$ cat src/rtl/lrr_pkg.sv
// ----------------------------------------------------------------------------
// lrr_pkg: shared constants and types of the Lanczos row resampler
// Widths of the pixel, weight and accumulator paths, the tuser flag layout
// and the control struct that steers the per-channel lanes.
// ----------------------------------------------------------------------------
`default_nettype none

package lrr_pkg;

   localparam int HALF_TAPS        = 3;
   localparam int CHANNELS         = 3;
   localparam int MAX_LINE         = 4096;
   localparam int WEIGHT_FRAC_BITS = 14;

   localparam int TAPS     = 2 * HALF_TAPS;
   localparam int CHAN_W   = 8;
   localparam int PIX_W    = CHANNELS * CHAN_W;
   localparam int WEIGHT_W = 16;
   localparam int LEN_W    = 13;
   localparam int CNT_W    = $clog2(MAX_LINE + 1);

   // A signed 16-bit weight times an unsigned byte fits 24 signed bits.
   localparam int PROD_W = WEIGHT_W + CHAN_W;
   localparam int ACC_W  = PROD_W + $clog2(TAPS);

   localparam int REQ_DATA_W = ((PIX_W + TAPS * WEIGHT_W + 7) / 8) * 8;
   localparam int RSP_DATA_W = ((PIX_W + 7) / 8) * 8;
   localparam int USER_W     = 3;

   // Bit positions of the flags in req_tuser.
   localparam int USER_PUSH  = 0;
   localparam int USER_EMIT  = 1;
   localparam int USER_START = 2;

   localparam logic [LEN_W-1:0] LEN_RESET = LEN_W'(1920);

   typedef logic [TAPS-1:0][CHAN_W-1:0]   lane_samples_type;
   typedef logic [TAPS-1:0][WEIGHT_W-1:0] lane_weights_type;

   typedef struct packed {
      logic load_prod;   // capture products of a new emitting transfer
      logic load_sum;    // move products into the clamped result register
   } lrr_lane_ctl_type;

endpackage

`default_nettype wire

$ cat src/rtl/lrr_lane.sv
// ----------------------------------------------------------------------------
// lrr_lane: one channel of the six-tap filter
// Multiplies the channel's window bytes by the weights, then sums, clamps
// between the two centre samples and floors to a byte.
// ----------------------------------------------------------------------------
`default_nettype none

module lrr_lane
   import lrr_pkg::*;
(
   input  wire  logic             clock,
   input  wire  lrr_lane_ctl_type ctl,
   input  wire  lane_samples_type samples,
   input  wire  lane_weights_type weights,
   output logic [CHAN_W-1:0]      result
);

   logic signed [PROD_W-1:0]          prod_ff [TAPS];
   logic signed [PROD_W-1:0]          prod_in [TAPS];
   logic signed [WEIGHT_W+CHAN_W:0]   full_prod [TAPS];
   logic [CHAN_W-1:0]                 lo_ff, lo_in, hi_ff, hi_in;
   logic [CHAN_W-1:0]                 result_ff, result_in;
   logic signed [ACC_W-1:0]           acc, lo_s, hi_s, kept;

   always_comb begin
      for (int i = 0; i < TAPS; i++) begin
         full_prod[i] = $signed(weights[i]) * $signed({1'b0, samples[i]});
         prod_in[i]   = full_prod[i][PROD_W-1:0];
      end
      if (samples[HALF_TAPS-1] < samples[HALF_TAPS]) begin
         lo_in = samples[HALF_TAPS-1];
         hi_in = samples[HALF_TAPS];
      end else begin
         lo_in = samples[HALF_TAPS];
         hi_in = samples[HALF_TAPS-1];
      end
   end

   always_ff @(posedge clock) begin
      if (ctl.load_prod) begin
         prod_ff <= prod_in;
         lo_ff   <= lo_in;
         hi_ff   <= hi_in;
      end
   end

   // Full-precision sum, then the anti-ringing clamp.
   always_comb begin
      acc = '0;
      for (int i = 0; i < TAPS; i++) begin
         acc = acc + ACC_W'(prod_ff[i]);
      end
      lo_s = $signed({{(ACC_W-CHAN_W-WEIGHT_FRAC_BITS){1'b0}}, lo_ff,
                      {WEIGHT_FRAC_BITS{1'b0}}});
      hi_s = $signed({{(ACC_W-CHAN_W-WEIGHT_FRAC_BITS){1'b0}}, hi_ff,
                      {WEIGHT_FRAC_BITS{1'b0}}});
      if (acc < lo_s) begin
         kept = lo_s;
      end else if (acc > hi_s) begin
         kept = hi_s;
      end else begin
         kept = acc;
      end
      result_in = kept[WEIGHT_FRAC_BITS +: CHAN_W];
   end

   always_ff @(posedge clock) begin
      if (ctl.load_sum) begin
         result_ff <= result_in;
      end
   end

   assign result = result_ff;

endmodule

`default_nettype wire

$ cat config.mk
export PLATFORM = sky130hd
export DESIGN_NAME = lrr_lane
export DESIGN_NICKNAME = d
export VERILOG_FILES = /design/src/rtl/lrr_pkg.sv /design/src/rtl/lrr_lane.sv
export SDC_FILE = /design/constraint.sdc
export NUM_CORES = 2
export LEC_CHECK = 0
export ABC_AREA = 1
export BUFFER_PORTS_ARGS = -buffer_cell sky130_fd_sc_hd__buf_2
export CORE_MARGIN = 3
export CORE_UTILIZATION = 68
export DETAILED_ROUTE_END_ITERATION = 8
export PLACE_DENSITY = 0.87
export SYNTH_ARGS = -nofsm -noshare
export SYNTH_HDL_FRONTEND = slang
export SYNTH_SLANG_ARGS = --single-unit
$ cat constraint.sdc
create_clock -name clock -period 7.75 [get_ports clock]
set_clock_uncertainty 0.1 [all_clocks]
set_input_delay 0.3875 -clock clock [delete_from_list [all_inputs] [get_ports clock]]
set_output_delay 0.3875 -clock clock [all_outputs]
set_load 0.03 [all_outputs]
== After elaboration in Yosys (flattened, before gate mapping) ==
Cells that the tools add are included.

* Register bits: 168
* Latch bits: 0
* Bits in writable memories: 0
* ROM bits: 0
* Input port bits: 147
* Output and inout port bits: 8
* Logic and storage cells: 27
* Memories: 0

* $add $sub $neg: 5
* $mul: 6
* Divide/modulo/power cells: 0
* Magnitude comparators: 3
* Equality and inequality tests: 0
* Shift operators: 0
* Mux-type cells: 4
* Bitwise gates (word level): 0
* Reductions and logical operators: 0

{| class="wikitable"
|+ Operators with widths
! kind !! count
|-
| $mul A16 B9 Y24 || 6
|-
| $add A27 B24 Y27 || 2
|-
| $mux W22 || 2
|-
| $add A26 B24 Y27 || 1
|-
| $gt A27 B23 Y1 || 1
|-
| $lt A27 B23 Y1 || 1
|-
| $add A25 B24 Y26 || 1
|-
| $add A24 B24 Y25 || 1
|-
| $mux W8 || 2
|-
| $lt A8 B8 Y1 || 1
|}

== Longest topological paths before layout ==
* Word-level depth: 8
* Depth in mapped cells: 35
* Depth with buffers taken out: 35

== Worst setup path before layout ==
Ideal clock, no wire load.

* Kind: register to register
* Start point: register prod_ff[74] in the netlist's numbering
* End point: register result_ff[2] (netlist: result[2]), data pin
* Library setup time: 252 ps
* Data arrival time: 4731 ps
* Slack: 2666 ps
* Stages on the path, launching flop included: 32
* Buffers on the path: 0
* Cells stage by stage: edfxtp_1 fa_1 fa_1 inv_1 fa_1 inv_1 ha_1 inv_1 fa_1 inv_1 nand3_1 nand3_1 nand3_1 nand3_2 a21oi_4 xnor2_1 ha_1 nand2_1 nor3_1 nand2_1 nor2_1 nand2_1 nor2_1 nand3_1 nor2_1 nand2_1 nand2_1 nand3_4 nand3_1 nand2_1 nand2_1 nand2_1

* Cells in the longest elaborated chain, start to end: 7
* Elaborated cells on any way between the ends: 8
* Those cells by class: add/sub: 4; order compare: 2; mux: 2

{| class="wikitable"
|+ RTL lines
! element !! line !! RTL
|-
| start: declaration || lrr_lane.sv:18 || <nowiki>logic signed [PROD_W-1:0] prod_ff [TAPS];</nowiki>
|-
| start signal: assignment || lrr_lane.sv:41 || <nowiki>prod_ff <= prod_in;</nowiki>
|-
| $add A25 B24 Y26 (*) || lrr_lane.sv:51 || <nowiki>acc = acc + ACC_W'(prod_ff[i]);</nowiki>
|-
| $add A26 B24 Y27 (*) || lrr_lane.sv:51 ||
|-
| $add A27 B24 Y27 (*) (2 in a row) || lrr_lane.sv:51 ||
|-
| $gt A27 B23 Y1 || lrr_lane.sv:59 || <nowiki>end else if (acc > hi_s) begin</nowiki>
|-
| $mux W22 || lrr_lane.sv:59 ||
|-
| $mux W22 (*) || lrr_lane.sv:57 || <nowiki>if (acc < lo_s) begin</nowiki>
|-
| via kept[16] || lrr_lane.sv:23 || <nowiki>logic signed [ACC_W-1:0] acc, lo_s, hi_s, kept;</nowiki>
|-
| end signal: assignment || lrr_lane.sv:69 || <nowiki>result_ff <= result_in;</nowiki>
|-
| end: declaration || lrr_lane.sv:22 || <nowiki>logic [CHAN_W-1:0] result_ff, result_in;</nowiki>
|}

The timed path passes the listed nets; every way through them passes the cells marked *.
A chain may end at the register's enable or synchronous reset.

== Worst setup path in the final report ==
* Start point: register prod_ff[74] in the netlist's numbering
* End point: register result_ff[5] (netlist: result[5]), data pin

The elaborated chain is that of the path after synthesis.

==> summary.txt <==
Run status
  – Status: finished clean

STA
  – Max_slew headroom: 31.6%
  – Final period util: 73.9%
  – Slew @ Worst Pin: 1.02 ns
  – RSZ-0062 raised after global routing: false
  – Final setup fails: 0
  – Setup TNS: 0 ns
  – Final hold vios: 0
  – Fin crit period: 5.73 ns
  – Fmax: 0.175 GHz
  – Slew Limit Fails: 0
  – Final setup margin: 2.02 ns

Layout
  – Layout Cells excl Fill: 5450
  – Synth-to-Final Area Change: 3.96%
  – Final core utilization: 72.3%
  – Final nets: 5871
  – Fraction of layout cells with a size suffix above 1: 4.54%
  – Number of fill cells: 4147

CTS
  – H-tree depth: 4
  – TritonCTS Buffers: 17
  – CTS Hold Buffers Added: 0
  – Clock Tree Buf Depth: 2
  – CTS Root Buffer Type: clkbuf_16
  – Postcts setup bufs: 0
  – Post-CTS Resized: 0
  – Number of clock sinks: 168
  – Reg clk slew, reported paths: 0.07 ns
  – CTS tree: yes
  – Clock Latency Late Sink: 0.44 ns

Setup path
  – CP max-delay cell: fa_1
  – Crit. End Element: flop
  – Crit path largest cell delay: 0.58 ns
  – CP Launch Type: flop
  – CP most frequent cell: nand2_1
  – Critical path class: flop to flop
  – CP max FO: 9
  – Critical Path AT: 5.92 ns
  – Reg2Reg Setup Slack: 2.02 ns
  – Crit path required time: 7.94 ns

Floorplan
  – Die width: 242 um
  – I/O pin total: 155
  – Area of the die: 58700 um^2
  – Core area: 54600 um^2
  – Row count: 85
  – Initial Util: 69.6%
  – Die height: 242 um

Detailed routing
  – Final wirelength: 87000 um
  – Avg WL per Cell: 16.0 um
  – Final ANT Viol Nets: 0
  – DRC violations left: 0
  – Drt initial violations: 2380
  – Vias per inst: 5.26
  – Routed via count: 28652
  – TritonRoute pass-1 iters: 8

Global route
  – Antenna violations before repair: 4
  – Global-route wire length before repair: 149000 um
  – Gr ovfl total: 0
  – Largest net degree at the start of global routing: 86
  – Total Routing Usage GR: 31.3%
  – Number of global-route vias before repair: 30420

Logic synthesis
  – Adder-cell share of the synthesized area: 47.7%
  – Compound-Gate Fraction of Synth Area: 4.26%
  – Post-synthesis sequential area ratio: 13.3%
  – Post-synthesis xor/xnor area fraction: 3.51%
  – Simple-gate share of the synthesized area: 13.8%
  – Post-Syn Area: 38000 um^2
  – Syn_area_per_cell: 8.05 um^2
  – Number of library cell types mapped by synthesis: 44
  – Mux contribution to synthesized area: 0%
  – Post-Syn Instances: 4718
  – Synth warnings: 0
  – Largest family of logic cells by synthesized area: adder cells
  – Most used DFF post-synth: edfxtp_1
  – Async S/R FF share, synth: 0%
  – Syn nets: 5892
  – Synth Register Bits: 168
  – Post-synth EDFFs: 168

Placement
  – RD Place Congestion: 0.971
  – Placed wire-length estimate: 73500 um
  – Placed cell count: 5417
  – # port buffers: 154
  – Setup slack at placement: 2.16 ns

Job
  – Total of max-cap violations: 0

Hold path
  – HP Class: primary input to flop
[final timing paths]
kind                                  start        end  depth (start not counted)
worst max-delay path            prod_ff[74]  result[5]                         28
worst min-delay path                 ctl[0]  result[2]                          1
worst max register to register  prod_ff[74]  result[5]                         28
worst min register to register     lo_ff[6]  result[6]                          2
[logic make-up (layout without fill, tap and decap cells)]
logic type	count (synthesis)	in the layout
other cells	0	1
xor+xnor	152	152
compound gates	289	289
flops	168	168
simple gates	1326	1326
fa+ha+maj	1027	1027
buf+inv	1756	1748
[per-stage QoR]
| stage | hold WS, ns | instance area (um^2) |
|---|---|---|
| floorplan | 0.400 | 38000 |
| global placement | 0.476 | 38900 |
| detailed placement | 0.464 | 38900 |
| CTS | 0.218 | 39500 |
| global route | 0.214 | 39500 |
| finish | 0.224 | 39500 |
[registers in the layout, summed over array words and instances (netlist names)]
register  count
hi_ff         8
result        8
lo_ff         8
prod_ff     144
[critical path: cells and delay by family (launching register included)]
kind	cells	cell delay, ns
flip-flops	1	0.42
buffers and inverters	4	0.34
XOR/XNOR	1	0.29
adder cells (fa/ha/maj)	6	2.55
AO/OA/AOI/OAI	5	0.56
AND/OR/NAND/NOR	12	1.31
[routing by layer]
layer	global-route usage, %	vias up	share of wire [%]
met5	0	-	0.057
li1	-	13379	-
met2	52.7	1128	49
met4	11.3	8	3.8
met3	4.03	207	7.2
met1	42.0	13930	40
[layout by cell type, fill, tap and decap left out, drive strengths merged, types with 19 or more instances in the layout]
cell	count
a21oi	158
buf	155
clkbuf	19
edfxtp	168
fa	698
ha	329
inv	1567
nand2	1116
nand3	70
nand4	19
nor2	94
o21ai	71
xnor2	69
xor2	83
[cell type report]
cell class                      count  area (um^2)  share of cell area [%]
Multi-Input combinational cell   2794        26300                    66.6
Clock inverter                     13          133                   0.336
Tap cell                          739          925                    2.34
Timing Repair Buffer              155          785                    1.99
Sequential cell                   168         5040                    12.8
Inverter                         1561         5860                    14.9
Clock buffer                       19          433                    1.10
Antenna cell                        1         2.50                 0.00634
[cell usage after synthesis (7+ instances only)]
master / n / area (um^2)
o21bai_1: 8 / 60.1
o31ai_1: 7 / 52.6
nor3_1: 16 / 80.1
nor2_1: 87 / 327
xor2_1: 83 / 727
xnor2_1: 69 / 604
o21ai_0: 67 / 335
edfxtp_1: 168 / 5040
a21o_1: 9 / 67.6
clkbuf_1: 156 / 586
nand2_1: 1107 / 4160
a31oi_1: 10 / 62.6
a21oi_1: 156 / 781
ha_1: 329 / 4120
fa_1: 698 / 14000
clkbuf_2: 31 / 155
inv_1: 1557 / 5840
nand4_1: 19 / 119
o211ai_1: 12 / 90.1
nand3_1: 68 / 340
Power is left out: the tool's default activity adds up to more than one toggle a clock period on the data nets, which glitch-free logic cannot reach.
