File: config.mk
export PLATFORM = sky130hd
export DESIGN_NAME = lrr_merge
export DESIGN_NICKNAME = d
export VERILOG_FILES = /design/src/rtl/lrr_pkg.sv /design/src/rtl/lrr_merge.sv
export SDC_FILE = /design/constraint.sdc
export NUM_CORES = 1
export LEC_CHECK = 0
export BUFFER_PORTS_ARGS = -buffer_cell sky130_fd_sc_hd__buf_4
export CAP_MARGIN = 10
export CORE_ASPECT_RATIO = 1.1
export CORE_UTILIZATION = 35
export CTS_CLUSTER_DIAMETER = 40
export CTS_CLUSTER_SIZE = 28
export DETAILED_ROUTE_END_ITERATION = 16
export PLACE_DENSITY = 0.74
export SKIP_CTS_REPAIR_TIMING = 1
export SYNTH_ARGS = -nofsm -noshare
export SYNTH_HDL_FRONTEND = slang
export SYNTH_SLANG_ARGS = --single-unit
File: constraint.sdc
create_clock -name clock -period 2.1 [get_ports clock]
set_clock_uncertainty 0.05 [all_clocks]
set_input_delay 0 -clock clock [delete_from_list [all_inputs] [get_ports clock]]
set_output_delay 0 -clock clock [all_outputs]
set_load 0.01 [all_outputs]
File: src/rtl/lrr_pkg.sv
// ----------------------------------------------------------------------------
// lrr_pkg: shared constants and types of the Lanczos row resampler
// Widths of the pixel, weight and accumulator paths, the tuser flag layout
// and the control struct that steers the per-channel lanes.
// ----------------------------------------------------------------------------
`default_nettype none

package lrr_pkg;

   localparam int HALF_TAPS        = 3;
   localparam int CHANNELS         = 3;
   localparam int MAX_LINE         = 4096;
   localparam int WEIGHT_FRAC_BITS = 14;

   localparam int TAPS     = 2 * HALF_TAPS;
   localparam int CHAN_W   = 8;
   localparam int PIX_W    = CHANNELS * CHAN_W;
   localparam int WEIGHT_W = 16;
   localparam int LEN_W    = 13;
   localparam int CNT_W    = $clog2(MAX_LINE + 1);

   // A signed 16-bit weight times an unsigned byte fits 24 signed bits.
   localparam int PROD_W = WEIGHT_W + CHAN_W;
   localparam int ACC_W  = PROD_W + $clog2(TAPS);

   localparam int REQ_DATA_W = ((PIX_W + TAPS * WEIGHT_W + 7) / 8) * 8;
   localparam int RSP_DATA_W = ((PIX_W + 7) / 8) * 8;
   localparam int USER_W     = 3;

   // Bit positions of the flags in req_tuser.
   localparam int USER_PUSH  = 0;
   localparam int USER_EMIT  = 1;
   localparam int USER_START = 2;

   localparam logic [LEN_W-1:0] LEN_RESET = LEN_W'(1920);

   typedef logic [TAPS-1:0][CHAN_W-1:0]   lane_samples_type;
   typedef logic [TAPS-1:0][WEIGHT_W-1:0] lane_weights_type;

   typedef struct packed {
      logic load_prod;   // capture products of a new emitting transfer
      logic load_sum;    // move products into the clamped result register
   } lrr_lane_ctl_type;

endpackage

`default_nettype wire

File: src/rtl/lrr_merge.sv
// ----------------------------------------------------------------------------
// lrr_merge: joins the lane bytes into one pixel
// Packs the channel results, channel 0 lowest, into the output register
// that drives the result channel.
// ----------------------------------------------------------------------------
`default_nettype none

module lrr_merge
   import lrr_pkg::*;
(
   input  wire  logic                              clock,
   input  wire  logic                              reset,
   input  wire  logic                              lanes_valid,
   input  wire  logic [CHANNELS-1:0][CHAN_W-1:0]   lanes_result,
   output logic                                    lanes_take,
   output logic                                    rsp_tvalid,
   input  wire  logic                              rsp_tready,
   output logic [RSP_DATA_W-1:0]                   rsp_tdata
);

   logic                  valid_ff, valid_in;
   logic [RSP_DATA_W-1:0] data_ff, data_in;
   logic                  room;

   assign room       = !valid_ff || rsp_tready;
   assign lanes_take = lanes_valid && room;

   always_comb begin
      data_in = RSP_DATA_W'(lanes_result);
      if (lanes_take) begin
         valid_in = 1'b1;
      end else if (rsp_tready) begin
         valid_in = 1'b0;
      end else begin
         valid_in = valid_ff;
      end
   end

   always_ff @(posedge clock) begin
      if (reset) begin
         valid_ff <= 1'b0;
      end else begin
         valid_ff <= valid_in;
      end
   end

   always_ff @(posedge clock) begin
      if (lanes_take) begin
         data_ff <= data_in;
      end
   end

   assign rsp_tvalid = valid_ff;
   assign rsp_tdata  = data_ff;

endmodule

`default_nettype wire

# [Word-level counts from Yosys, hierarchy flattened]
# Index checks and enable logic that the tools add are counted.
[totals] reg_bits=25 in_bits=28 out_inout_bits=26
[op_classes] muxes=2 n_reduce_logical=4
[ops] cell="1-bit 2-to-1 mux" count=2
[ops] cell="2-bit nonzero test" count=1
[ops] cell="1-bit logical AND" count=1
[ops] cell="1-bit zero test" count=1
[ops] cell="1-bit logical OR" count=1

# [Depth between registers and ports, before layout]
# Gate-level depths: netlist (run 1).
[logic_depth] word_depth=4 depth_mapped=2 mapped_depth_nobuf=2

# [Least setup slack after synthesis (run 1)]
# OpenSTA, ideal clock, no wires.
[synth_timing] path_type="register to register" startpoint="reg valid_ff (netlist: rsp_tvalid)" endpoint="reg data_ff[0] (netlist: rsp_tdata[0]), enable pin" setup_time_ps=331 arrival_ps=732 setup_slack_ps=987 stages_incl_launch_ff=3 n_path_buf=0 period_less_slack_ps=1113 path_cell_list="dfxtp_1 -> nand2b_4 -> and2_4"
[synth_between] elab_chain_cells=3
[synth_lines] element="start: declaration" line_no="lrr_merge.sv:21" rtl="logic valid_ff, valid_in;"
[synth_lines] element="start signal: assignment" line_no="lrr_merge.sv:43" rtl="valid_ff <= valid_in;"
[synth_lines] element="1-bit zero test" line_no="lrr_merge.sv:25" rtl="assign room = !valid_ff || rsp_tready;"
[synth_lines] element="1-bit logical OR" line_no="lrr_merge.sv:25"
[synth_lines] element="1-bit logical AND" line_no="lrr_merge.sv:26" rtl="assign lanes_take = lanes_valid && room;"
[synth_lines] element="named net lanes_take" line_no="lrr_merge.sv:15" rtl="output logic lanes_take,"
[synth_lines] element="end signal: assignment" line_no="lrr_merge.sv:49" rtl="data_ff <= data_in;"
[synth_lines] element="end: declaration" line_no="lrr_merge.sv:22" rtl="logic [RSP_DATA_W-1:0] data_ff, data_in;"
# The timed path passes the listed nets, and every way through them passes these cells.
# A chain may end at the register's enable or synchronous reset.

# [Worst setup path after layout (run 1)]
[layout_timing] startpoint="reg valid_ff (netlist: rsp_tvalid)" endpoint="out lanes_take"
[layout_between] elab_chain_cells=3
[layout_lines] element="1-bit zero test" line_no="lrr_merge.sv:25"
[layout_lines] element="1-bit logical OR" line_no="lrr_merge.sv:25"
[layout_lines] element="1-bit logical AND" line_no="lrr_merge.sv:26"
[layout_lines] element="end: declaration" line_no="lrr_merge.sv:15"
# No other way between the ends.

==> results of run 1 <==
-- Yosys cell counts --
cell type	count
edfxtp_1	24
a21oi_2	1
and2_4	1
dfxtp_1	1
inv_1	1
nand2b_4	1
-- final cells by class --
class                   instances  area [sq um]  share of cell area [%]
repair buffers                 79           658                    44.0
clock buffers                   3          22.5                    1.51
inverters                       1          3.75                   0.251
flip-flops and latches         25           741                    49.5
clock inverters                 1          5.00                   0.334
well taps                      28          35.0                    2.34
multi-input cells               3          31.3                    2.09
-- how the worst max path moves through the flow --
stage | startpoint | to | slack (ps) | cells after the start
final | rsp_tvalid | lanes_take | 770 | 3
after global routing | rsp_tvalid | lanes_take | 680 | 3
after CTS | rsp_tvalid | lanes_take | 760 | 3
after detailed placement | rsp_tvalid | rsp_tdata[17] | 970 | 2
after global placement | rsp_tvalid | rsp_tdata[16] | 990 | 2
after floorplan | rsp_tvalid | rsp_tdata[0] | 990 | 2
-- flip-flops by register name, summed over array words and instances, names as in the netlist --
| signal | cells |
|---|---|
| rsp_tdata | 24 |
| rsp_tvalid | 1 |
-- power groups by stage --
stage	combinational [mW]	sequential, mW	clock (mW)
final	0.152	0.589	0.200
after global routing	0.164	0.592	0.233
after CTS	0.114	0.589	0.213
after detailed placement	0.115	0.600	0
after global placement	0.112	0.601	0
after floorplan	0.0144	0.616	0
-- per-stage QoR --
| step | instance area [sq um] | hold slack, ps | setup slack, ps |
|---|---|---|---|
| final | 1500 | 182 | 774 |
| after global routing | 1500 | 169 | 677 |
| after CTS | 1240 | -233 | 755 |
| after detailed placement | 1210 | 112 | 971 |
| after global placement | 1210 | 106 | 992 |
| after floorplan | 776 | 12.4 | 987 |
-- logic make-up after synthesis --
logic type / after synthesis / synth area share, %
buffers and inverters: 1 / 0.483
AO/OA/AOI/OAI: 1 / 1.13
AND/OR/NAND/NOR: 2 / 2.90
flip-flops: 25 / 95.5
-- critical path: cells and delay by family, from the launching register on --
kind	cells	cell delay, ps
simple gates	2	420
flops	1	360
buf+inv	1	190
-- layer usage --
metal / up-vias / wire, um / part of all wire (%)
li1: 279 / - / -
met5: - / 0 / 0
met3: 0 / 155 / 9.5
met4: 0 / 0 / 0
met2: 42 / 876 / 54
met1: 268 / 593 / 36
==> results_dict.tcl, run 1 <==
set metrics [dict create \
    status "finished, final reports clean" \
    clockPowerShare_pct 21.3 \
    critPathLaunchType "flip-flop" \
    placementRows 17 \
    swShare_pct 20.3 \
    die_y_um 51.4 \
    p_sw_uw 191 \
    antenna_found_initial 0 \
    die-area_sq_um 2410 \
    yosysTopAreaCellShare_pct 92.9 \
    fin_util_pct 73.3 \
    viasPerCell 4.21 \
    antenna_cells 0 \
    grtUsageMet1_pct 12.9 \
    synthToLayoutAreaGrowth_pct 92.9 \
    max_slew.worst_pin.slew_ps 315 \
    synth_cells 29 \
    final_common_cell "buf_4" \
    start_util_pct 38.0 \
    ant_nets 0 \
    worstSetupPathType "reg -> out" \
    avgSynthCellArea_sq_um 26.7 \
    holdPathStages 2 \
    first_pass_iters 2 \
    leakage_nw 0.642 \
    synth_area_sq_um 776 \
    holdCritStartpoint "lanes_valid" \
    clockBufferDepth 2 \
    fill_cells 143 \
    cts_tree "done" \
    cts.sinks 25 \
    fin_cells 140 \
    r2r_cells 3 \
    grt_pass1_vias 500 \
    fin_crit_ps 1330 \
    cp-end-kind "output pin" \
    vias 589 \
    syn_nets 57 \
    comb_power_share_pct 16.2 \
    clk_pin_slew_ps 120 \
    cts_buffers 3 \
    cp_cell_sequence "nand2b_4 > and2_4 > buf_4" \
    slew_headroom_pct 79.0 \
    holdCritPathClass "in -> reg" \
    vdd_drop_max_uv 415 \
    seq_power_share_pct 62.5 \
    die-width_um 46.9 \
    powerDensity_nw_per_um2 630 \
    cts-root-buf "clkbuf_4" \
    ys_warn_count 0 \
    slowest_delay_ps 360 \
    gp_congestion 0.614 \
    drt-initial-drc-count 2 \
    final_nets 141 \
    path_max_fanout 25 \
    ys_ff_latch 25 \
    holdPathEnd "rsp_tdata[1]" \
    yosys.area.top_type "edfxtp_1" \
    worstPathRequired_ps 2050 \
    grt.busiest_layer "met2" \
    period_share_pct 63.1 \
    total_power_uw 942 \
    fmax_ghz 0.754 \
    reg2reg_slack_ps 880 \
    met2_usage_pct 20.1 \
    p_int_uw 751 \
    port_buffers 53 \
    worst_skew_pair.late_latency_ps 300 \
    drive_gt1_share_pct 53.6 \
    grtUsageMet3_pct 4.95 \
    wl_per_cell_um 11.6 \
    layout_common_cells "buf_4 (53), dlygate4sd3_1 (26), edfxtp_1 (24)" \
    hold_viol_final 0 \
    yosys-top-cells-area "edfxtp_1 (93%), dfxtp_1 (2.6%), nand2b_4 (1.8%), a21oi_2 (1.1%), and2_4 (1.1%)" \
    grt_pass1_wl_um 1970 \
    max_cap_violations 0 \
    reg2reg_to "rsp_tvalid" \
    yosysSeqAreaShare_pct 95.5 \
    finalSetupTns_ps 0 \
    routed_wl_um 1630 \
    drv_slew 0 \
    ioPinCount 54 \
    reg2reg_from "rsp_tvalid" \
    overflow 0 \
    cts-htree-levels 1 \
    grt_usage_pct 11.9 \
    core_area_sq_um 2040 \
    hpwl_um 1060 \
    grt_max_degree 26 \
    drc 0 \
    ys_types 6 \
    arrival_ps 1280 \
    placed_cells 110 \
    rsz0062_at_grt "false" \
    setup_viol 0 \
    slowest_stage "dfxtp_1" \
]
No activity file was read; power rests on OpenSTA's default activity.
==> run 2, diff against run 1 <==
--- a/config.mk
+++ b/config.mk
@@ -12,7 +12,7 @@
 export CTS_CLUSTER_DIAMETER = 40
 export CTS_CLUSTER_SIZE = 28
 export DETAILED_ROUTE_END_ITERATION = 16
-export PLACE_DENSITY = 0.74
+export PLACE_DENSITY = 0.77
 export SKIP_CTS_REPAIR_TIMING = 1
 export SYNTH_ARGS = -nofsm -noshare
 export SYNTH_HDL_FRONTEND = slang
==> constraint.sdc (replaced) <==
create_clock -name clock -period 1.2 [get_ports clock]
set_clock_uncertainty 0.05 [all_clocks]
set_input_delay 0 -clock clock [delete_from_list [all_inputs] [get_ports clock]]
set_output_delay 0 -clock clock [all_outputs]
set_load 0.01 [all_outputs]
==> results_dict.tcl, run 2 (synthesis results as in run 1) <==
set metrics [dict create \
    status "finished, final reports clean" \
    cts_tree "done" \
    met2_usage_pct 19.7 \
    viasPerCell 4.21 \
    antenna_found_initial 0 \
    placementRows 17 \
    grt_usage_pct 11.3 \
    cts_buffers 3 \
    port_buffers 53 \
    max_cap_violations 0 \
    reg2reg_to "rsp_tdata[14]" \
    hold_viol_final 0 \
    cts-root-buf "clkbuf_4" \
    grt.busiest_layer "met2" \
    total_power_mw 1.68 \
    multi_input_area_sq_um 38.8 \
    worstSetupPathType "in -> out" \
    largest_reg_flops 24 \
    grt_max_degree 26 \
    max_slew.worst_pin.slew_ps 279 \
    arrival_ps 1140 \
    reg2reg_from "rsp_tvalid" \
    holdPathStages 3 \
    drc 0 \
    worstPathRequired_ps 1150 \
    setup_viol 0 \
    fin_crit_ps 1190 \
    die-area_sq_um 2410 \
    cts.sinks 25 \
    period_share_pct 99.2 \
    die-width_um 46.9 \
    powerDensity_nw_per_um2 1080 \
    grtUsageMet3_pct 3.89 \
    holdCritStartpoint "reset" \
    critPathLaunchType "primary input" \
    drv_slew 0 \
    regArea_sq_um 742 \
    holdCritPathClass "in -> reg" \
    reg2reg_slack_ps 90 \
    gp_congestion 0.577 \
    grt_pass1_vias 440 \
    cp-end-kind "output pin" \
    leakage_nw 0.678 \
    overflow 0 \
    ant_nets 0 \
    fill_cells 138 \
    synthToLayoutAreaGrowth_pct 101 \
    rsz0062_at_grt "false" \
    grtUsageMet1_pct 10.8 \
    grt_pass1_wl_um 1790 \
    final_common_cell "buf_4" \
    die_y_um 51.4 \
    start_util_pct 38.0 \
    first_pass_iters 4 \
    core_area_sq_um 2040 \
    layout_common_cells "buf_4 (59), dlygate4sd3_1 (27), edfxtp_1 (24)" \
    path_max_fanout 8 \
    vdd_drop_max_uv 907 \
    worst_skew_pair.late_latency_ps 300 \
    drive_gt1_share_pct 56.7 \
    r2r_cells 2 \
    antenna_cells 0 \
    clockBufferDepth 2 \
    routed_wl_um 1850 \
    ioPinCount 54 \
    slew_headroom_pct 81.4 \
    fmax_ghz 0.840 \
    vias 623 \
    cts-htree-levels 1 \
    holdPathEnd "rsp_tvalid" \
    final_nets 149 \
    drt-initial-drc-count 7 \
    holdWs_ps 322 \
    clk_pin_slew_ps 120 \
    wl_per_cell_um 12.5 \
]
==> run 2: cell count changes in the layout (fill, tap and decap cells not counted), sizes merged <==
cell / previous run / this run
dlygate4sd3: 26 / 27
buf: 53 / 59
and2: 1 / 2
==> run 2: worst max path at each step <==
| stage | startpoint | slack [ps] | cells past startpoint | end |
|---|---|---|---|---|
| 2_1_floorplan | rsp_tvalid | 90 | 2 | rsp_tdata[0] |
| 3_3_place_gp | rsp_tvalid | 90 | 2 | rsp_tdata[16] |
| 3_5_place_dp | rsp_tvalid | 70 | 2 | rsp_tdata[9] |
| 4_1_cts | rsp_tvalid | -130 | 3 | lanes_take |
| 5_1_grt | rsp_tready | 1 | 5 | lanes_take |
| 6_report | rsp_tready | 10 | 5 | lanes_take |
==> run 2: routing by layer <==
layer	routed length, um	part of all wire [%]
met3	85	4.6
met4	31	1.7
met2	1090	59
met5	0	0
met1	646	35
==> run 2: layout make-up <==
type | instances | share of cell area [%]
Tap cell | 28 | 2.25
Multi-Input combinational cell | 4 | 2.49
Sequential cell | 25 | 47.6
Clock buffer | 3 | 1.44
Clock inverter | 1 | 0.321
Timing Repair Buffer | 86 | 45.7
Inverter | 1 | 0.241
==> run 2: power by group <==
part	internal (mW)	switching (mW)
registers	1.02	0.0143
clock network	0.124	0.233
logic	0.194	0.101
total	1.33	0.349
==> run 2: through the flow <==
stage / setup TNS, ps / instances / setup WS [ps] / cell area (sq um) / util (%)
after floorplan: 0 / 29 / 87.4 / 776 / -
after global placement: 0 / 110 / 94.8 / 1210 / 59.2
after detailed placement: 0 / 110 / 72.7 / 1210 / 59.2
after CTS: -133 / 114 / -133 / 1240 / 60.5
after global routing: 0 / 148 / 1.08 / 1560 / 76.4
final: 0 / 148 / 10.1 / 1560 / 76.4
==> run 2: worst max-delay path, stage by stage <==
cell and delay (ps):
dlygate4sd3_1 540, buf_4 130, nand2b_4 150, and2_4 180, buf_4 150
==> run 3, diff against run 2 <==
--- a/config.mk
+++ b/config.mk
@@ -5,6 +5,7 @@
 export SDC_FILE = /design/constraint.sdc
 export NUM_CORES = 1
 export LEC_CHECK = 0
+export ABC_AREA = 1
 export BUFFER_PORTS_ARGS = -buffer_cell sky130_fd_sc_hd__buf_4
 export CAP_MARGIN = 10
 export CORE_ASPECT_RATIO = 1.1
@@ -14,6 +15,7 @@
 export DETAILED_ROUTE_END_ITERATION = 16
 export PLACE_DENSITY = 0.77
 export SKIP_CTS_REPAIR_TIMING = 1
+export SLEW_MARGIN = 10
 export SYNTH_ARGS = -nofsm -noshare
 export SYNTH_HDL_FRONTEND = slang
 export SYNTH_SLANG_ARGS = --single-unit
==> results_dict.tcl, run 3 <==
set metrics [dict create \
    status "finished, final reports clean" \
    slowest_delay_ps 380 \
    worst_skew_pair.late_latency_ps 320 \
    cts_tree "done" \
    overflow 0 \
    cts-root-buf "clkbuf_4" \
    clk_pin_slew_ps 130 \
    viasPerCell 4.40 \
    hold_viol_final 0 \
    drc 0 \
    avgSynthCellArea_sq_um 25.6 \
    synth_area_sq_um 768 \
    cp_cell_sequence "a21oi_4 > buf_4 > buf_12" \
    die-width_um 46.7 \
    ys_types 7 \
    synthToLayoutAreaGrowth_pct 105 \
    met2_usage_pct 21.3 \
    worst-path-buf-inv 2 \
    synth_edf_count 24 \
    cts.sinks 25 \
    fin_crit_ps 1190 \
    antenna_found_initial 0 \
    critPathLaunchType "flip-flop" \
    async_flop_share_pct 0 \
    clockPowerShare_pct 21.7 \
    wl_per_cell_um 14.2 \
    synth_cells 30 \
    grt_pass1_wl_um 2080 \
    holdCritPathClass "in -> reg" \
    ys_warn_count 0 \
    yosys.area.top_type "edfxtp_1" \
    synth_ff_type "edfxtp_1" \
    setup_viol 0 \
    fin_ws_ps 5.59 \
    p_int_mw 1.34 \
    yosysMostFrequentCell "edfxtp_1" \
    layout_common_cells "buf_4 (56), dlygate4sd3_1 (27), edfxtp_1 (24)" \
    ys_ff_latch 25 \
    grt_usage_pct 13.5 \
    port_buffers 53 \
    dp_slack_ps 141 \
    start_util_pct 37.6 \
    period_share_pct 99.5 \
    ant_nets 0 \
    finalSetupTns_ps 0 \
    yosysTopAreaCellShare_pct 93.8 \
    r2r_cells 3 \
    grtUsageMet1_pct 12.4 \
    fin_util_pct 77.2 \
    worstPathRequired_ps 1200 \
    syn_nets 58 \
    holdWs_ps 322 \
    cts-htree-levels 1 \
    core_area_sq_um 2040 \
    crit_start "rsp_tvalid" \
    max_slew.worst_pin.slew_ps 173 \
    vdd_drop_max_uv 933 \
    drv_slew 0 \
    powerDensity_nw_per_um2 1090 \
    largest_reg_flops 24 \
    arrival_ps 1190 \
    leakage_nw 0.676 \
    gp_congestion 0.648 \
    seq_power_share_pct 60.3 \
    antenna_cells 0 \
    reg2reg_from "rsp_tvalid" \
    slowest_stage "dfxtp_4" \
    clockBufferDepth 2 \
    vias 647 \
    path_max_fanout 16 \
    swShare_pct 21.8 \
    hpwl_um 1150 \
    drt-initial-drc-count 8 \
    reg2reg_slack_ps 6 \
    reg2reg_to "rsp_tdata[20]" \
    total_power_mw 1.71 \
    final_common_cell "buf_4" \
    max_cap_violations 0 \
    cts_buffers 3 \
    cp-end-kind "flip-flop" \
    ioPinCount 54 \
    first_pass_iters 4 \
    die_y_um 51.1 \
    yosys-top-cells-area "edfxtp_1 (94%), dfxtp_1 (2.6%), a21oi_2 (1.1%), nand2_2 (0.81%), a21oi_1 (0.65%)" \
    p_sw_uw 372 \
    fmax_ghz 0.837 \
    worstSetupPathType "reg -> reg" \
    crit_family "flip-flops" \
    grtUsageMet3_pct 7.42 \
    final_nets 148 \
    placementRows 17 \
    slew_headroom_pct 88.4 \
    comb_power_share_pct 18.0 \
    grt_max_degree 17 \
    routed_wl_um 2080 \
    path_depth 3 \
    drive_gt1_share_pct 56.3 \
    die-area_sq_um 2390 \
    grt.busiest_layer "met2" \
    grt_pass1_vias 467 \
    critPathCapture "rsp_tdata[20]" \
    yosysSeqAreaShare_pct 96.4 \
]
run 3: worst min-delay path by stage:
stage / startpoint / end / slack (ps) / cells past startpoint
finish: reset / rsp_tvalid / 320 / 3
global route: reset / rsp_tvalid / 310 / 3
CTS: reset / rsp_tvalid / -250 / 2
detailed placement: reset / rsp_tvalid / 100 / 2
global placement: reset / rsp_tvalid / 100 / 2
floorplan: reset / rsp_tvalid / 5 / 1
run 3: per-stage QoR:
stage	cells	instance area, sq um
floorplan	30	781
global route	147	1580
detailed placement	113	1250
CTS	117	1280
finish	147	1580
global placement	113	1250
run 3: tightest hold or removal path, delay by kind of cell:
kind            cells  cell delay, ps
compound gates      1              20
buf+inv             2             650
run 3: layer usage:
| metal | vias up | part of all wire [%] |
|---|---|---|
| li1 | 291 | - |
| met1 | 302 | 39 |
| met2 | 48 | 46 |
| met3 | 6 | 11 |
| met4 | 0 | 3.2 |
| met5 | - | 0 |
run 3: cell type report:
class                      instances  area, sq um
sequential                        25          744
timing repair buffer              85          731
fill                             115          465
tap                               28         35.0
multi-input combinational          3         31.3
clock buffer                       3         22.5
inverter                           2         7.51
clock inverter                     1         5.00
run 3: power by group through the flow:
| stage | Sequential, mW | Combinational [mW] | Clock (mW) |
|---|---|---|---|
| 2_1_floorplan | 1.08 | 0.0259 | 0 |
| 3_3_place_gp | 1.05 | 0.216 | 0 |
| 3_5_place_dp | 1.05 | 0.222 | 0 |
| 4_1_cts | 1.03 | 0.222 | 0.368 |
| 5_1_grt | 1.04 | 0.325 | 0.421 |
| 6_report | 1.03 | 0.308 | 0.371 |
run 3: cells by family (layout without fill, tap and decap cells):
kind of cell / Yosys count / count (layout) / synth area share (%)
compound gates: 2 / 2 / 1.79
simple gates: 1 / 1 / 0.815
buf+inv: 2 / 91 / 0.976
flops: 25 / 25 / 96.4
